File: config.mk
export PLATFORM = sky130hd
export DESIGN_NAME = uart_tx_ring_queue
export DESIGN_NICKNAME = d
export VERILOG_FILES = /design/src/hdl/utrq_pkg.sv /design/src/hdl/utrq_ctrl.sv /design/src/hdl/utrq_dp.sv /design/src/hdl/uart_tx_ring_queue.sv
export SDC_FILE = /design/constraint.sdc
export NUM_CORES = 1
export LEC_CHECK = 0
export ABC_AREA = 0
export BUFFER_PORTS_ARGS = -buffer_cell sky130_fd_sc_hd__buf_2
export CAP_MARGIN = 20
export CORE_ASPECT_RATIO = 1.2
export CORE_MARGIN = 10
export CORE_UTILIZATION = 56
export DETAILED_ROUTE_END_ITERATION = 12
export HOLD_SLACK_MARGIN = 0.06
export PLACE_DENSITY = 0.85
export SYNTH_ARGS = -nofsm -noshare
export SYNTH_HDL_FRONTEND = slang
export SYNTH_HIERARCHICAL = 1
export SYNTH_SLANG_ARGS = --single-unit
File: constraint.sdc
create_clock -name i_clk -period 5 [get_ports i_clk]
set_clock_uncertainty 0.15 [all_clocks]
set_input_delay 1 -clock i_clk [delete_from_list [all_inputs] [get_ports i_clk]]
set_output_delay 1 -clock i_clk [all_outputs]
set_load 0.02 [all_outputs]
File: src/hdl/utrq_pkg.sv
package utrq_pkg;

    localparam int RING_DEPTH = 64;
    localparam int PTR_W      = (RING_DEPTH > 1) ? $clog2(RING_DEPTH) : 1;
    localparam int CHAR_W     = 8;
    localparam int LVL_W      = 6;
    localparam int OUT_W      = 24;

    localparam logic [CHAR_W-1:0] CH_LF = 8'h0A;
    localparam logic [CHAR_W-1:0] CH_CR = 8'h0D;

    // input beat kind carried on tuser
    localparam logic MODE_CHAR  = 1'b0;
    localparam logic MODE_EMPTY = 1'b1;

    typedef enum logic [1:0] {
        STS_QUEUED  = 2'd0,
        STS_SENT    = 2'd1,
        STS_DROPPED = 2'd2,
        STS_EMPTY   = 2'd3
    } t_status;

    // command from controller to datapath
    typedef struct packed {
        logic              exec;
        logic              pop;
        logic [CHAR_W-1:0] ch;
        logic              last;
    } t_cmd;

    // status from datapath to controller
    typedef struct packed {
        logic out_free;
    } t_dp_stat;

    function automatic logic [PTR_W-1:0] ring_count(input logic [PTR_W-1:0] wp,
                                                    input logic [PTR_W-1:0] rp);
        logic [PTR_W:0] s;
        if (wp >= rp) begin
            s = {1'b0, wp} - {1'b0, rp};
        end else begin
            s = {1'b0, wp} + (PTR_W+1)'(RING_DEPTH) - {1'b0, rp};
        end
        return s[PTR_W-1:0];
    endfunction

    function automatic logic [PTR_W-1:0] ptr_inc(input logic [PTR_W-1:0] p);
        return (p == PTR_W'(RING_DEPTH - 1)) ? '0 : p + 1'b1;
    endfunction

    function automatic logic [LVL_W-1:0] to_lvl(input logic [PTR_W-1:0] v);
        logic [31:0] w;
        w = 32'(v);
        return w[LVL_W-1:0];
    endfunction

endpackage

File: src/hdl/utrq_ctrl.sv
module utrq_ctrl
    import utrq_pkg::*;
(
    input  logic              i_clk,
    input  logic              i_rst_n,
    input  logic              i_in_valid,
    output logic              o_in_ready,
    input  logic              i_mode,
    input  logic [CHAR_W-1:0] i_char,
    input  t_dp_stat          i_stat,
    output t_cmd              o_cmd
);

    typedef enum logic [2:0] {
        S_IDLE = 3'b001,
        S_CR   = 3'b010,
        S_ONE  = 3'b100
    } t_state;

    t_state            r_state, n_state;
    logic              r_mode;
    logic [CHAR_W-1:0] r_char;
    logic              accept;

    assign o_in_ready = (r_state == S_IDLE);
    assign accept     = i_in_valid && o_in_ready;

    always_comb begin
        n_state = r_state;
        o_cmd   = '0;
        case (r_state)
            S_IDLE: begin
                if (accept) begin
                    n_state = (!i_mode && i_char == CH_LF) ? S_CR : S_ONE;
                end
            end
            S_CR: begin
                // carriage return goes out ahead of the newline
                o_cmd.exec = i_stat.out_free;
                o_cmd.pop  = 1'b0;
                o_cmd.ch   = CH_CR;
                o_cmd.last = 1'b0;
                if (i_stat.out_free) begin
                    n_state = S_ONE;
                end
            end
            S_ONE: begin
                o_cmd.exec = i_stat.out_free;
                o_cmd.pop  = r_mode;
                o_cmd.ch   = r_char;
                o_cmd.last = 1'b1;
                if (i_stat.out_free) begin
                    n_state = S_IDLE;
                end
            end
            default: n_state = S_IDLE;
        endcase
    end

    always_ff @(posedge i_clk) begin
        if (!i_rst_n) begin
            r_state <= S_IDLE;
        end else begin
            r_state <= n_state;
        end
    end

    always_ff @(posedge i_clk) begin
        if (accept) begin
            r_mode <= i_mode;
            r_char <= i_char;
        end
    end

endmodule

File: src/hdl/utrq_dp.sv
module utrq_dp
    import utrq_pkg::*;
(
    input  logic             i_clk,
    input  logic             i_rst_n,
    input  t_cmd             i_cmd,
    output t_dp_stat         o_stat,
    output logic             o_out_valid,
    input  logic             i_out_ready,
    output logic [OUT_W-1:0] o_out_data,
    output logic             o_out_last
);

    logic [CHAR_W-1:0] mem [RING_DEPTH];
    logic [CHAR_W-1:0] r_rd_data;

    logic [PTR_W-1:0] r_rp, r_wp, r_peak;
    logic [PTR_W-1:0] n_rp, n_wp, n_peak, n_cnt, wp_next;
    logic             r_busy, n_busy;
    logic             wr_en;

    logic              r_out_valid;
    logic              r_send_valid, n_send_valid;
    logic [CHAR_W-1:0] r_send_byte, n_send_byte;
    t_status           r_status, n_status;
    logic [LVL_W-1:0]  r_fill, r_hwm;
    logic              r_last;

    assign o_stat.out_free = !r_out_valid || i_out_ready;
    assign wp_next         = ptr_inc(r_wp);

    always_comb begin
        n_rp         = r_rp;
        n_wp         = r_wp;
        n_busy       = r_busy;
        wr_en        = 1'b0;
        n_send_valid = 1'b0;
        n_send_byte  = '0;
        n_status     = STS_EMPTY;
        if (i_cmd.pop) begin
            if (r_wp != r_rp) begin
                n_rp         = ptr_inc(r_rp);
                n_send_valid = 1'b1;
                n_send_byte  = r_rd_data;
                n_status     = STS_SENT;
            end else begin
                n_busy   = 1'b0;
                n_status = STS_EMPTY;
            end
        end else if (r_busy) begin
            if (wp_next != r_rp) begin
                wr_en    = i_cmd.exec;
                n_wp     = wp_next;
                n_status = STS_QUEUED;
            end else begin
                n_status = STS_DROPPED;
            end
        end else begin
            // transmitter idle: hand the byte straight over
            n_busy       = 1'b1;
            n_send_valid = 1'b1;
            n_send_byte  = i_cmd.ch;
            n_status     = STS_SENT;
        end
        n_cnt  = ring_count(n_wp, n_rp);
        n_peak = (n_cnt > r_peak) ? n_cnt : r_peak;
    end

    // ring storage; read port follows the read pointer every cycle
    always_ff @(posedge i_clk) begin
        if (wr_en) begin
            mem[r_wp] <= i_cmd.ch;
        end
        r_rd_data <= mem[r_rp];
    end

    always_ff @(posedge i_clk) begin
        if (!i_rst_n) begin
            r_rp        <= '0;
            r_wp        <= '0;
            r_peak      <= '0;
            r_busy      <= 1'b0;
            r_out_valid <= 1'b0;
        end else begin
            if (i_cmd.exec) begin
                r_rp        <= n_rp;
                r_wp        <= n_wp;
                r_peak      <= n_peak;
                r_busy      <= n_busy;
                r_out_valid <= 1'b1;
            end else if (i_out_ready) begin
                r_out_valid <= 1'b0;
            end
        end
    end

    always_ff @(posedge i_clk) begin
        if (i_cmd.exec) begin
            r_send_valid <= n_send_valid;
            r_send_byte  <= n_send_byte;
            r_status     <= n_status;
            r_fill       <= to_lvl(n_cnt);
            r_hwm        <= to_lvl(n_peak);
            r_last       <= i_cmd.last;
        end
    end

    assign o_out_valid = r_out_valid;
    assign o_out_last  = r_last;
    assign o_out_data  = {1'b0, r_hwm, r_fill, r_status, r_send_byte, r_send_valid};

endmodule

File: src/hdl/uart_tx_ring_queue.sv
// Transmit queue for a UART. Each input beat is a character (tuser = 0) or a
// transmitter-empty event (tuser = 1). A character goes straight out when the
// transmitter is idle, otherwise it is queued in a ring of RING_DEPTH bytes
// that keeps one slot free (RING_DEPTH - 1 usable); a character that finds the
// ring full is dropped with status 2 and must be resent. A newline is sent as
// carriage return then newline, two output beats, tlast on the second. An
// empty event pops the next byte or, with the ring empty, clears busy. Items
// are handled one at a time: the controller takes a beat only when idle and
// stalls while the output register waits on o_m_axis_tready; the ring's
// registered read port is loaded between items.
// No clearing pass after reset; the ring is ready at once.
module uart_tx_ring_queue
    import utrq_pkg::*;
(
    input  logic             i_clk,
    input  logic             i_rst_n,
    input  logic             i_s_axis_tvalid,
    output logic             o_s_axis_tready,
    input  logic [7:0]       i_s_axis_tdata,   // [7:0] char_in
    input  logic             i_s_axis_tuser,   // [0] mode
    output logic             o_m_axis_tvalid,
    input  logic             i_m_axis_tready,
    output logic [OUT_W-1:0] o_m_axis_tdata,   // [0] send_valid, [8:1] send_byte,
                                               // [10:9] status, [16:11] fill_level,
                                               // [22:17] high_watermark, [23] zero
    output logic             o_m_axis_tlast    // last
);

    t_cmd     cmd;
    t_dp_stat stat;

    utrq_ctrl u_ctrl (
        .i_clk      (i_clk),
        .i_rst_n    (i_rst_n),
        .i_in_valid (i_s_axis_tvalid),
        .o_in_ready (o_s_axis_tready),
        .i_mode     (i_s_axis_tuser),
        .i_char     (i_s_axis_tdata),
        .i_stat     (stat),
        .o_cmd      (cmd)
    );

    utrq_dp u_dp (
        .i_clk       (i_clk),
        .i_rst_n     (i_rst_n),
        .i_cmd       (cmd),
        .o_stat      (stat),
        .o_out_valid (o_m_axis_tvalid),
        .i_out_ready (i_m_axis_tready),
        .o_out_data  (o_m_axis_tdata),
        .o_out_last  (o_m_axis_tlast)
    );

endmodule
==> impl_metrics.csv, run 1 <==
group,metric,value,unit
place,dp_slack,-0.0324,ns
global_route,globalRoute.totalOverflow,0,
synthesis,ys_ff_latch,576,
timing,fmaxAchievable,208,MHz
place,dp_hpwl,30000,um
route,drt-vias-per-instance,6.58,
synthesis,synth_area_per_cell,20.5,um2
clock_tree,clock_latency,0.58,ns
setup_path,crit_fanout,7,
global_route,grt_max_degree,113,
clock_tree,clockBufferDepth,3,
synthesis,seq_area_frac_synth,73.4,%
cells_and_area,diodes,0,
min_path,hold_class,"reg2reg",
clock_tree,h-tree-depth,2,
setup_path,crit_chain,"ha_2, nand3_4, nor2_4, buf_4, or3_1, and4_1, a21o_1, buf_4, mux2i_1, ha_1, inv_1, fa_1, a21o_1, a21oi_1, xnor2_1, ha_1, a211o_1, o21bai_4, mux2_2, nor2_1, a211oi_1",
timing,layout_setup_ws,0.189,ns
synthesis,ys_types,60,
floorplanning,die_h,243,um
synthesis,yosys-top-cells-area,"edfxtp_1, mux4_2, dfxtp_1",
clock_tree,cts_tree,"built",
power,p_per_area,353,mW/mm2
place,portBuffers,38,
cells_and_area,final_util,62.9,%
global_route,gr-usage-all-layers,21.8,%
timing,relSlewSlack,29.9,%
timing,final-setup-viol-count,0,
synthesis,synth_warnings,6,
synthesis,synth_edf_count,545,
run,cap_violations,0,
cells_and_area,seq_area,0.0170,mm2
clock_tree,hold_buffers,0,
floorplanning,rows,81,
clock_tree,cts_sinks,576,
place,place.gp.congestion,0.864,
synthesis,synth_top_area_cell,"edfxtp_1",
cells_and_area,layout_common_cells,"edfxtp_1, mux4_2, nor2_1",
cells_and_area,nFillCells,2584,
timing,hold_ws,0.365,ns
synthesis,syn_nets,1154,
setup_path,start_kind,"register",
timing,worst_slew_pin_slew,1.05,ns
cells_and_area,fin_nets,1240,
route,drt-total-wl,53500,um
status,status,"finished, final reports clean",
timing,maxSlewViolCount,0,
timing,finalWorstPathRequiredPeriod,4.81,ns
global_route,grt_pass1_vias,12125,
route,wl_per_cell,29.9,um
cells_and_area,multi_input_area,0.00578,mm2
clock_tree,cts_made_buffers,50,
cells_and_area,drive_gt1_share,30.8,%
route,drt-initial-drc-count,1458,
setup_path,path_delay_family,"compound AO/OA/AOI/OAI gates",
route,num_vias,11751,
global_route,grt_first_pass_wirelength,80800,um
setup_path,crit_buf_inv,3,
setup_path,critical_path_class,"reg2reg",
floorplanning,die_x,206,um
power,ir_worst_vdd,0.000278,V
setup_path,max_stage_delay,0.41,ns
setup_path,critPathRequiredTime,5.28,ns
timing,fin_crit_sh,96.2,%
setup_path,critPathArrivalTime,5.09,ns
cells_and_area,syn_to_final_growth,10.9,%
global_route,antenna_found_initial,1,
power,finalPower,0.00906,W
synthesis,syn-instance-count,1127,
timing,fin_setup_tns,0,ns
floorplanning,fp.coreArea,0.0408,mm2
route,ant_nets,0,
timing,hold_violations,0,
synthesis,ys.flop_type,"edfxtp_1",
floorplanning,design.die.area,0.0499,mm2
setup_path,crit_slowest_cell,"fa_1",
route,route.detailed.drc,0,
clock_tree,cts-root-buf,"clkbuf_16",
timing,rsz0062_at_grt,"no",
setup_path,cp-end-kind,"register",
clock_tree,clkTransAtPathRegs,0.06,ns
synthesis,netlist.area_leader.share,70.7,%
synthesis,async_reset_ff_share,0,%
power,cellLeakagePower,7.07,nW
route,firstDrtPassIters,5,
floorplanning,ios,40,
synthesis,synth_area,0.0231,mm2
floorplanning,start_util,56.7,%
cells_and_area,final_common_cell,"edfxtp_1",
## through the flow
stage                     area (um2)  cells
after floorplan                23100   1127
after detailed placement       24100   1698
after global routing           25700   1787
after CTS                      25600   1785
after global placement         24100   1698
final                          25700   1787
## logic make-up after synthesis
group	Yosys count	share of synthesized area, %
XOR/XNOR	20	0.757
adder cells (fa/ha/maj)	14	0.789
other	1	0.0162
AO/OA/AOI/OAI	78	2.23
multiplexers	178	16.8
flip-flops	576	73.4
AND/OR/NAND/NOR	179	4.11
buffers and inverters	81	1.89
## worst register-to-register path: cells and delay by family, from the launching register on
family,cells,cell delay (ns)
compound gates,6,1.18
fa+ha+maj,4,1.11
simple gates,5,0.85
mux,2,0.54
buf+inv,3,0.36
flops,1,0.32
xor+xnor,1,0.20
## sequential cells by signal (all words and copies together), names as in the netlist
signal / flops
u_dp/r_rd_data: 8
u_dp/r_hwm: 6
u_dp/o_out_valid: 1
u_ctrl/r_char: 8
u_dp/r_rp: 6
u_ctrl/r_state: 3
u_dp/r_send_valid: 1
u_dp/r_busy: 1
u_dp/r_status: 2
u_dp/r_peak: 6
u_dp/r_wp: 6
u_dp/r_fill: 6
u_dp/o_out_last: 1
u_dp/mem: 512
u_dp/r_send_byte: 8
u_ctrl/r_mode: 1
## path summary, 6_finish.rpt
| check | from | to | slack [ns] | cells past startpoint |
|---|---|---|---|---|
| worst min-delay path | u_dp/r_peak[2] | u_dp/r_peak[2] | 0.37 | 2 |
| worst min register to register | u_dp/r_peak[2] | u_dp/r_peak[2] | 0.37 | 2 |
| worst max-delay path | u_dp/r_wp[0] | u_dp/r_peak[1] | 0.19 | 21 |
| worst max register to register | u_dp/r_wp[0] | u_dp/r_peak[1] | 0.19 | 21 |
## what timing repair did
action	CTS	global route
buffers inserted	0	2
pin swaps	0	1
setup endpoints to repair	9	12
resized for setup	2	10
hold endpoints to repair	0	0
## final cells by class
cell class                 instances  share of cell area, %
clock buffer                      64                   5.16
clock inverter                    23                  0.736
tap                              539                   2.63
multi-input combinational        470                   22.5
inverter                          18                  0.263
timing repair buffer              97                   2.51
sequential                       576                   66.2
## per-layer routing
metal	vias to the layer above	part of all wire (%)	track usage (%)
li1	4796	-	-
met5	-	0.024	0
met3	136	9.2	4.00
met2	699	51	36.0
met4	2	4.4	9.27
met1	6118	35	28.0
## synth_stat cells (all sizes together) (2+ instances only)
cell type	instances
edfxtp	545
mux4	168
nor2	92
buf	47
dfxtp	31
nand2	24
a21oi	21
o21ai	19
clkbuf	16
inv	16
ha	13
xor2	13
a22o	9
nand3	9
a211oi	8
or3	8
a21o	7
and2	7
xnor2	7
mux2	6
nand3b	6
nand4b	5
nor3b	5
a31oi	4
mux2i	4
nand2b	4
nand4	4
nor2b	3
and3	2
and4	2
clkinv	2
or4	2
## power breakdown
part           internal [W]  switching, W  total (W)
Sequential          0.00523    0.00000678    0.00524
Combinational     0.0000721      0.000104   0.000176
Clock               0.00202       0.00164    0.00365
Power figures use the tool's default switching activity.
==> run 2: changes to the inputs <==
CORE_ASPECT_RATIO = 2   (was 1.2)
==> run 2 against run 1 <==
Register-to-register slack worse by 0.02 ns. Setup slack got worse by 0.018 ns. Hold slack worse by 0.015 ns. Critical path depth is 1 lower. Critical path type unchanged. Die area up 0.92%. Non-clock buffer count rose by 16. Combinational power up 6%.
==> impl_metrics.csv, run 2 (same netlist as run 1, synthesis figures left out) <==
group,metric,value,unit
global_route,use_met3,2.76,%
floorplanning,ios,40,
status,status,"finished, final reports clean",
run,cap_violations,0,
global_route,globalRoute.totalOverflow,0,
setup_path,crit_slowest_cell,"dfxtp_2",
setup_path,crit_fanout,15,
global_route,grt_first_pass_wirelength,83400,um
place,dp_slack,-0.142,ns
clock_tree,cts_sinks,576,
cells_and_area,diodes,0,
timing,relSlewSlack,32.6,%
setup_path,critical_path_class,"reg2reg",
place,portBuffers,38,
cells_and_area,largest_reg_flops,512,
cells_and_area,layout_common_cells,"edfxtp_1, mux4_2, nor2_1",
cells_and_area,drive_gt1_share,31.8,%
timing,fin_crit_sh,96.6,%
place,place.gp.congestion,0.911,
clock_tree,cts_tree,"built",
route,num_vias,11769,
clock_tree,cts-root-buf,"clkbuf_16",
clock_tree,cts_made_buffers,43,
cells_and_area,fin_nets,1249,
timing,final-setup-viol-count,0,
clock_tree,clkTransAtPathRegs,0.08,ns
route,drt-initial-drc-count,1586,
global_route,grt_use_met1,24.9,%
clock_tree,h-tree-depth,2,
global_route,grt_max_degree,98,
setup_path,crit_chain,"nor3b_2, and2_2, inv_1, a21oi_2, buf_4, nand2_1, o21ai_0, o31a_1, ha_1, nand2_1, o21ai_0, xnor2_1, or3_1, nand2_1, ha_1, o22ai_1, o21bai_4, mux2_2, nor2_1, a211oi_1",
global_route,gr-usage-all-layers,22.6,%
setup_path,max_stage_delay,0.44,ns
floorplanning,fp.coreArea,0.0410,mm2
timing,hold_violations,0,
setup_path,start_kind,"register",
route,route.detailed.drc,0,
cells_and_area,syn_to_final_growth,10.6,%
cells_and_area,top_register,"u_dp/mem",
floorplanning,design.die.area,0.0504,mm2
route,drt-vias-per-instance,6.58,
setup_path,cp-end-kind,"register",
timing,maxSlewViolCount,0,
timing,worst_slew_pin_slew,1.01,ns
setup_path,path_delay_family,"simple AND/OR/NAND/NOR gates",
power,ir_worst_vdd,0.000217,V
route,firstDrtPassIters,5,
timing,fmaxAchievable,207,MHz
timing,layout_setup_ws,0.171,ns
global_route,antenna_found_initial,1,
clock_tree,hold_buffers,0,
setup_path,cp_common_cell,"nand2_1",
power,p_per_area,340,mW/mm2
cells_and_area,nFillCells,2610,
route,wl_per_cell,31.4,um
min_path,hold_class,"reg2reg",
cells_and_area,multi_input_area,0.00579,mm2
route,ant_nets,0,
floorplanning,die_h,308,um
clock_tree,clock_latency,0.57,ns
global_route,grt-busiest-layer,"met2",
clock_tree,clockBufferDepth,3,
global_route,use_met2,40.1,%
setup_path,critPathArrivalTime,5.10,ns
route,drt-total-wl,56100,um
setup_path,critPathRequiredTime,5.27,ns
floorplanning,die_x,164,um
floorplanning,start_util,56.5,%
timing,hold_ws,0.351,ns
floorplanning,rows,105,
place,dp_hpwl,34200,um
cells_and_area,final_common_cell,"edfxtp_1",
global_route,grt_pass1_vias,12232,
power,cellLeakagePower,7.05,nW
timing,finalWorstPathRequiredPeriod,4.83,ns
setup_path,crit_buf_inv,2,
cells_and_area,seq_area,0.0170,mm2
run 2: path summary, 6_finish.rpt:
check / slack (ns) / startpoint / end / cells after the start
worst max-delay path: 0.17 / u_ctrl/r_state[2] / u_dp/r_peak[4] / 20
worst min register to register: 0.35 / u_dp/r_peak[1] / u_dp/r_peak[1] / 2
worst max register to register: 0.17 / u_ctrl/r_state[2] / u_dp/r_peak[4] / 20
worst min-delay path: 0.35 / u_dp/r_peak[1] / u_dp/r_peak[1] / 2
run 2: routing by layer:
layer / vias up / routed length, um / share of wire (%)
met4: 0 / 4170 / 7.4
li1: 4799 / - / -
met3: 182 / 4050 / 7.2
met1: 6088 / 17400 / 31
met2: 700 / 30500 / 54
met5: - / 0 / 0
run 2: worst register-to-register path, delay by kind of cell, from the launching register on:
family	cells	cell delay, ns
simple gates	7	1.37
compound gates	7	1.30
fa+ha+maj	2	0.56
buf+inv	2	0.33
xor+xnor	1	0.15
mux	1	0.39
flops	1	0.44
run 2: cell type report:
| class | instances | share of cell area [%] |
|---|---|---|
| Clock buffer | 57 | 4.41 |
| Timing Repair Buffer | 113 | 3.13 |
| Multi-Input combinational cell | 470 | 22.6 |
| Tap cell | 535 | 2.61 |
| Inverter | 18 | 0.264 |
| Sequential cell | 576 | 66.4 |
| Clock inverter | 19 | 0.591 |
run 2: power by group:
group	internal [W]	switching [W]	total, W	leakage (nW)
clock	0.00170	0.00159	0.00329	0.623
sequential	0.00522	0.00000814	0.00523	4.50
combinational	0.0000748	0.000112	0.000186	1.92
total	0.00700	0.00171	0.00871	7.05
run 2: through the flow:
| stage | util [%] | power (W) | TNS (ns) | instance area (um2) | cells |
|---|---|---|---|---|---|
| 5_1_grt | 62.5 | 0.00894 | -0.0217 | 25600 | 1788 |
| 4_1_cts | 62.1 | 0.00874 | 0 | 25400 | 1778 |
| 6_report | 62.5 | 0.00871 | 0 | 25600 | 1788 |
| 2_1_floorplan | - | 0.00546 | 0 | 23100 | 1127 |
| 3_3_place_gp | 58.9 | 0.00550 | 0 | 24200 | 1702 |
| 3_5_place_dp | 58.9 | 0.00551 | -0.806 | 24200 | 1702 |
run 2: what timing repair did:
item                       in CTS  in global routing
pin swaps                       0                  4
hold endpoints to repair        0                  0
setup buffers                   0                  8
gates resized for setup         3                 18
setup endpoints to repair      10                 12
==> run 3: changes to the inputs <==
CORE_MARGIN = 2   (was 10)
==> run 3 against run 2 <==
Die area fell by 14%. Wire length rose by 2.4%. Clock power up 21%. Register-to-register slack worse by 0.15 ns. Setup slack worse by 0.15 ns. Power grew 8.1%. Clock-buffer cell count fell by 8. Maximum frequency decreased by 3.0%. Sequential share of layout area fell by 0.81 points. Critical path depth increased by 2. Cell area increased by 1.2%. Largest cell class unchanged. Critical path type unchanged. Flip-flop and latch count did not move.
==> impl_metrics.csv, run 3 (same netlist as run 1, synthesis figures left out) <==
group,metric,value,unit
status,status,"finished, final reports clean",
global_route,globalRoute.totalOverflow,0,
timing,worst_slew_pin_slew,1.17,ns
setup_path,max_stage_delay,0.40,ns
cells_and_area,final_common_cell,"edfxtp_1",
global_route,antenna_found_initial,2,
setup_path,rrSetupSlack,0.02,ns
power,cellLeakagePower,7.18,nW
route,drt-vias-per-instance,6.79,
clock_tree,cts_sinks,576,
floorplanning,rows,105,
timing,hold_violations,0,
floorplanning,ios,40,
timing,relSlewSlack,22.1,%
min_path,hold_start,"u_dp/r_peak[1]",
power,p_per_area,363,mW/mm2
setup_path,critPathArrivalTime,5.14,ns
floorplanning,design.die.area,0.0431,mm2
cells_and_area,syn_to_final_growth,12.0,%
cells_and_area,layout_common_cells,"edfxtp_1, mux4_2, nor2_1",
floorplanning,die_x,148,um
route,num_vias,12122,
floorplanning,fp.coreArea,0.0409,mm2
setup_path,timing.rr.start,"u_dp/r_wp[0]",
cells_and_area,top_register,"u_dp/mem",
clock_tree,hold_buffers,0,
min_path,hold_class,"reg2reg",
timing,final-setup-viol-count,0,
setup_path,critical_path_class,"reg2reg",
global_route,grt_pass1_vias,12433,
power,finalPower,0.00941,W
setup_path,crit_chain,"ha_4, buf_4, a21oi_1, o21ai_1, mux2_2, and3_1, a21o_1, buf_4, mux2i_1, ha_1, inv_1, fa_1, a21o_1, a21oi_1, xnor2_1, ha_1, a211o_1, o21bai_4, buf_4, inv_1, nor2_1, a31oi_1",
setup_path,cp-end-kind,"register",
clock_tree,h-tree-depth,2,
timing,maxSlewViolCount,0,
clock_tree,cts-root-buf,"clkbuf_16",
place,dp_slack,-0.00368,ns
timing,fmaxAchievable,201,MHz
setup_path,critPathRequiredTime,5.17,ns
clock_tree,cts_made_buffers,44,
cells_and_area,fin_nets,1240,
route,drt-total-wl,57500,um
setup_path,r2r_cells,22,
setup_path,crit_slowest_cell,"fa_1",
cells_and_area,drive_gt1_share,32.3,%
floorplanning,start_util,56.6,%
cells_and_area,largest_reg_flops,512,
route,drt-initial-drc-count,1288,
route,wl_per_cell,32.2,um
cells_and_area,final_util,63.5,%
power,ir_worst_vdd,0.000188,V
timing,layout_setup_ws,0.0247,ns
min_path,holdPathStages,2,
floorplanning,die_h,292,um
place,place.gp.congestion,0.949,
clock_tree,clockBufferDepth,3,
global_route,gr-usage-all-layers,26.7,%
route,ant_nets,0,
place,portBuffers,38,
setup_path,r2r-end,"u_dp/r_hwm[5]",
setup_path,start_kind,"register",
route,route.detailed.drc,0,
timing,finalWorstPathRequiredPeriod,4.98,ns
setup_path,cp_common_cell,"buf_4",
global_route,grt_max_degree,79,
clock_tree,clock_latency,0.60,ns
clock_tree,clkTransAtPathRegs,0.07,ns
clock_tree,cts_tree,"built",
place,dp_hpwl,33700,um
run,cap_violations,0,
route,firstDrtPassIters,5,
timing,fin_crit_sh,99.5,%
min_path,min_to,"u_dp/r_peak[1]",
setup_path,crit_fanout,5,
setup_path,crit_start,"u_dp/r_wp[0]",
global_route,grt_first_pass_wirelength,82700,um
==> run 3: cell types whose count changed in the layout (fill, tap and decap cells not counted), moves of 2 or more <==
cell and change:
clkinv_1 +2, bufinv_16 +10, clkbuf_1 -11, buf_4 -12, clkbuf_16 +3
==> run 3: stage by stage <==
stage / TNS, ns / hold slack [ns] / std cells / cell area [um2]
2_1_floorplan: 0 / 0.306 / 1127 / 23100
3_3_place_gp: 0 / 0.332 / 1693 / 24100
3_5_place_dp: -0.00368 / 0.341 / 1693 / 24100
4_1_cts: 0 / 0.354 / 1775 / 25700
5_1_grt: -1.31 / 0.388 / 1784 / 25900
6_report: 0 / 0.361 / 1785 / 25900
==> run 3: routing by layer <==
metal	GRT usage, %	vias up	share of wire [%]
li1	-	4786	-
met1	29.0	6225	31
met2	46.6	838	53
met3	4.37	269	7.7
met4	19.6	4	8.7
met5	0	-	0.050
==> run 3: cell type report <==
class	instances	area, um2
Antenna cell	1	2.50
Clock buffer	49	1160
Clock inverter	33	483
Fill cell	2437	14900
Inverter	18	67.6
Multi-Input combinational cell	470	5790
Sequential cell	576	17000
Tap cell	535	669
Timing Repair Buffer	103	751
==> run 3: critical path, delay by kind of cell, from the launching register on <==
kind                     cells  cell delay (ns)
flip-flops                   1             0.35
AND/OR/NAND/NOR              2             0.36
multiplexers                 2             0.44
AO/OA/AOI/OAI                8             1.48
buffers and inverters        5             0.64
adder cells (fa/ha/maj)      4             1.08
XOR/XNOR                     1             0.22
==> run 3: how the worst max path moves through the flow <==
stage / slack, ns / end / depth (start not counted)
after floorplan: 0.06 / u_dp/r_hwm[1] / 19
after global placement: 0.23 / u_dp/r_peak[2] / 21
after detailed placement: -0.004 / u_dp/r_peak[1] / 20
after CTS: 0.05 / u_dp/r_peak[4] / 20
after global routing: -0.21 / u_dp/r_hwm[5] / 25
final: 0.02 / u_dp/r_hwm[5] / 22
==> run 3: report_power, final <==
part | total, W | switching, W | internal [W]
registers | 0.00523 | 0.00000889 | 0.00522
clock network | 0.00399 | 0.00168 | 0.00231
logic | 0.000189 | 0.000115 | 0.0000744
==> run 3: what timing repair did <==
action | CTS | global route
setup endpoints to repair | 10 | 12
hold endpoints to repair | 0 | 0
pin swaps | 0 | 2
setup buffers | 0 | 5
gates resized for setup | 3 | 20
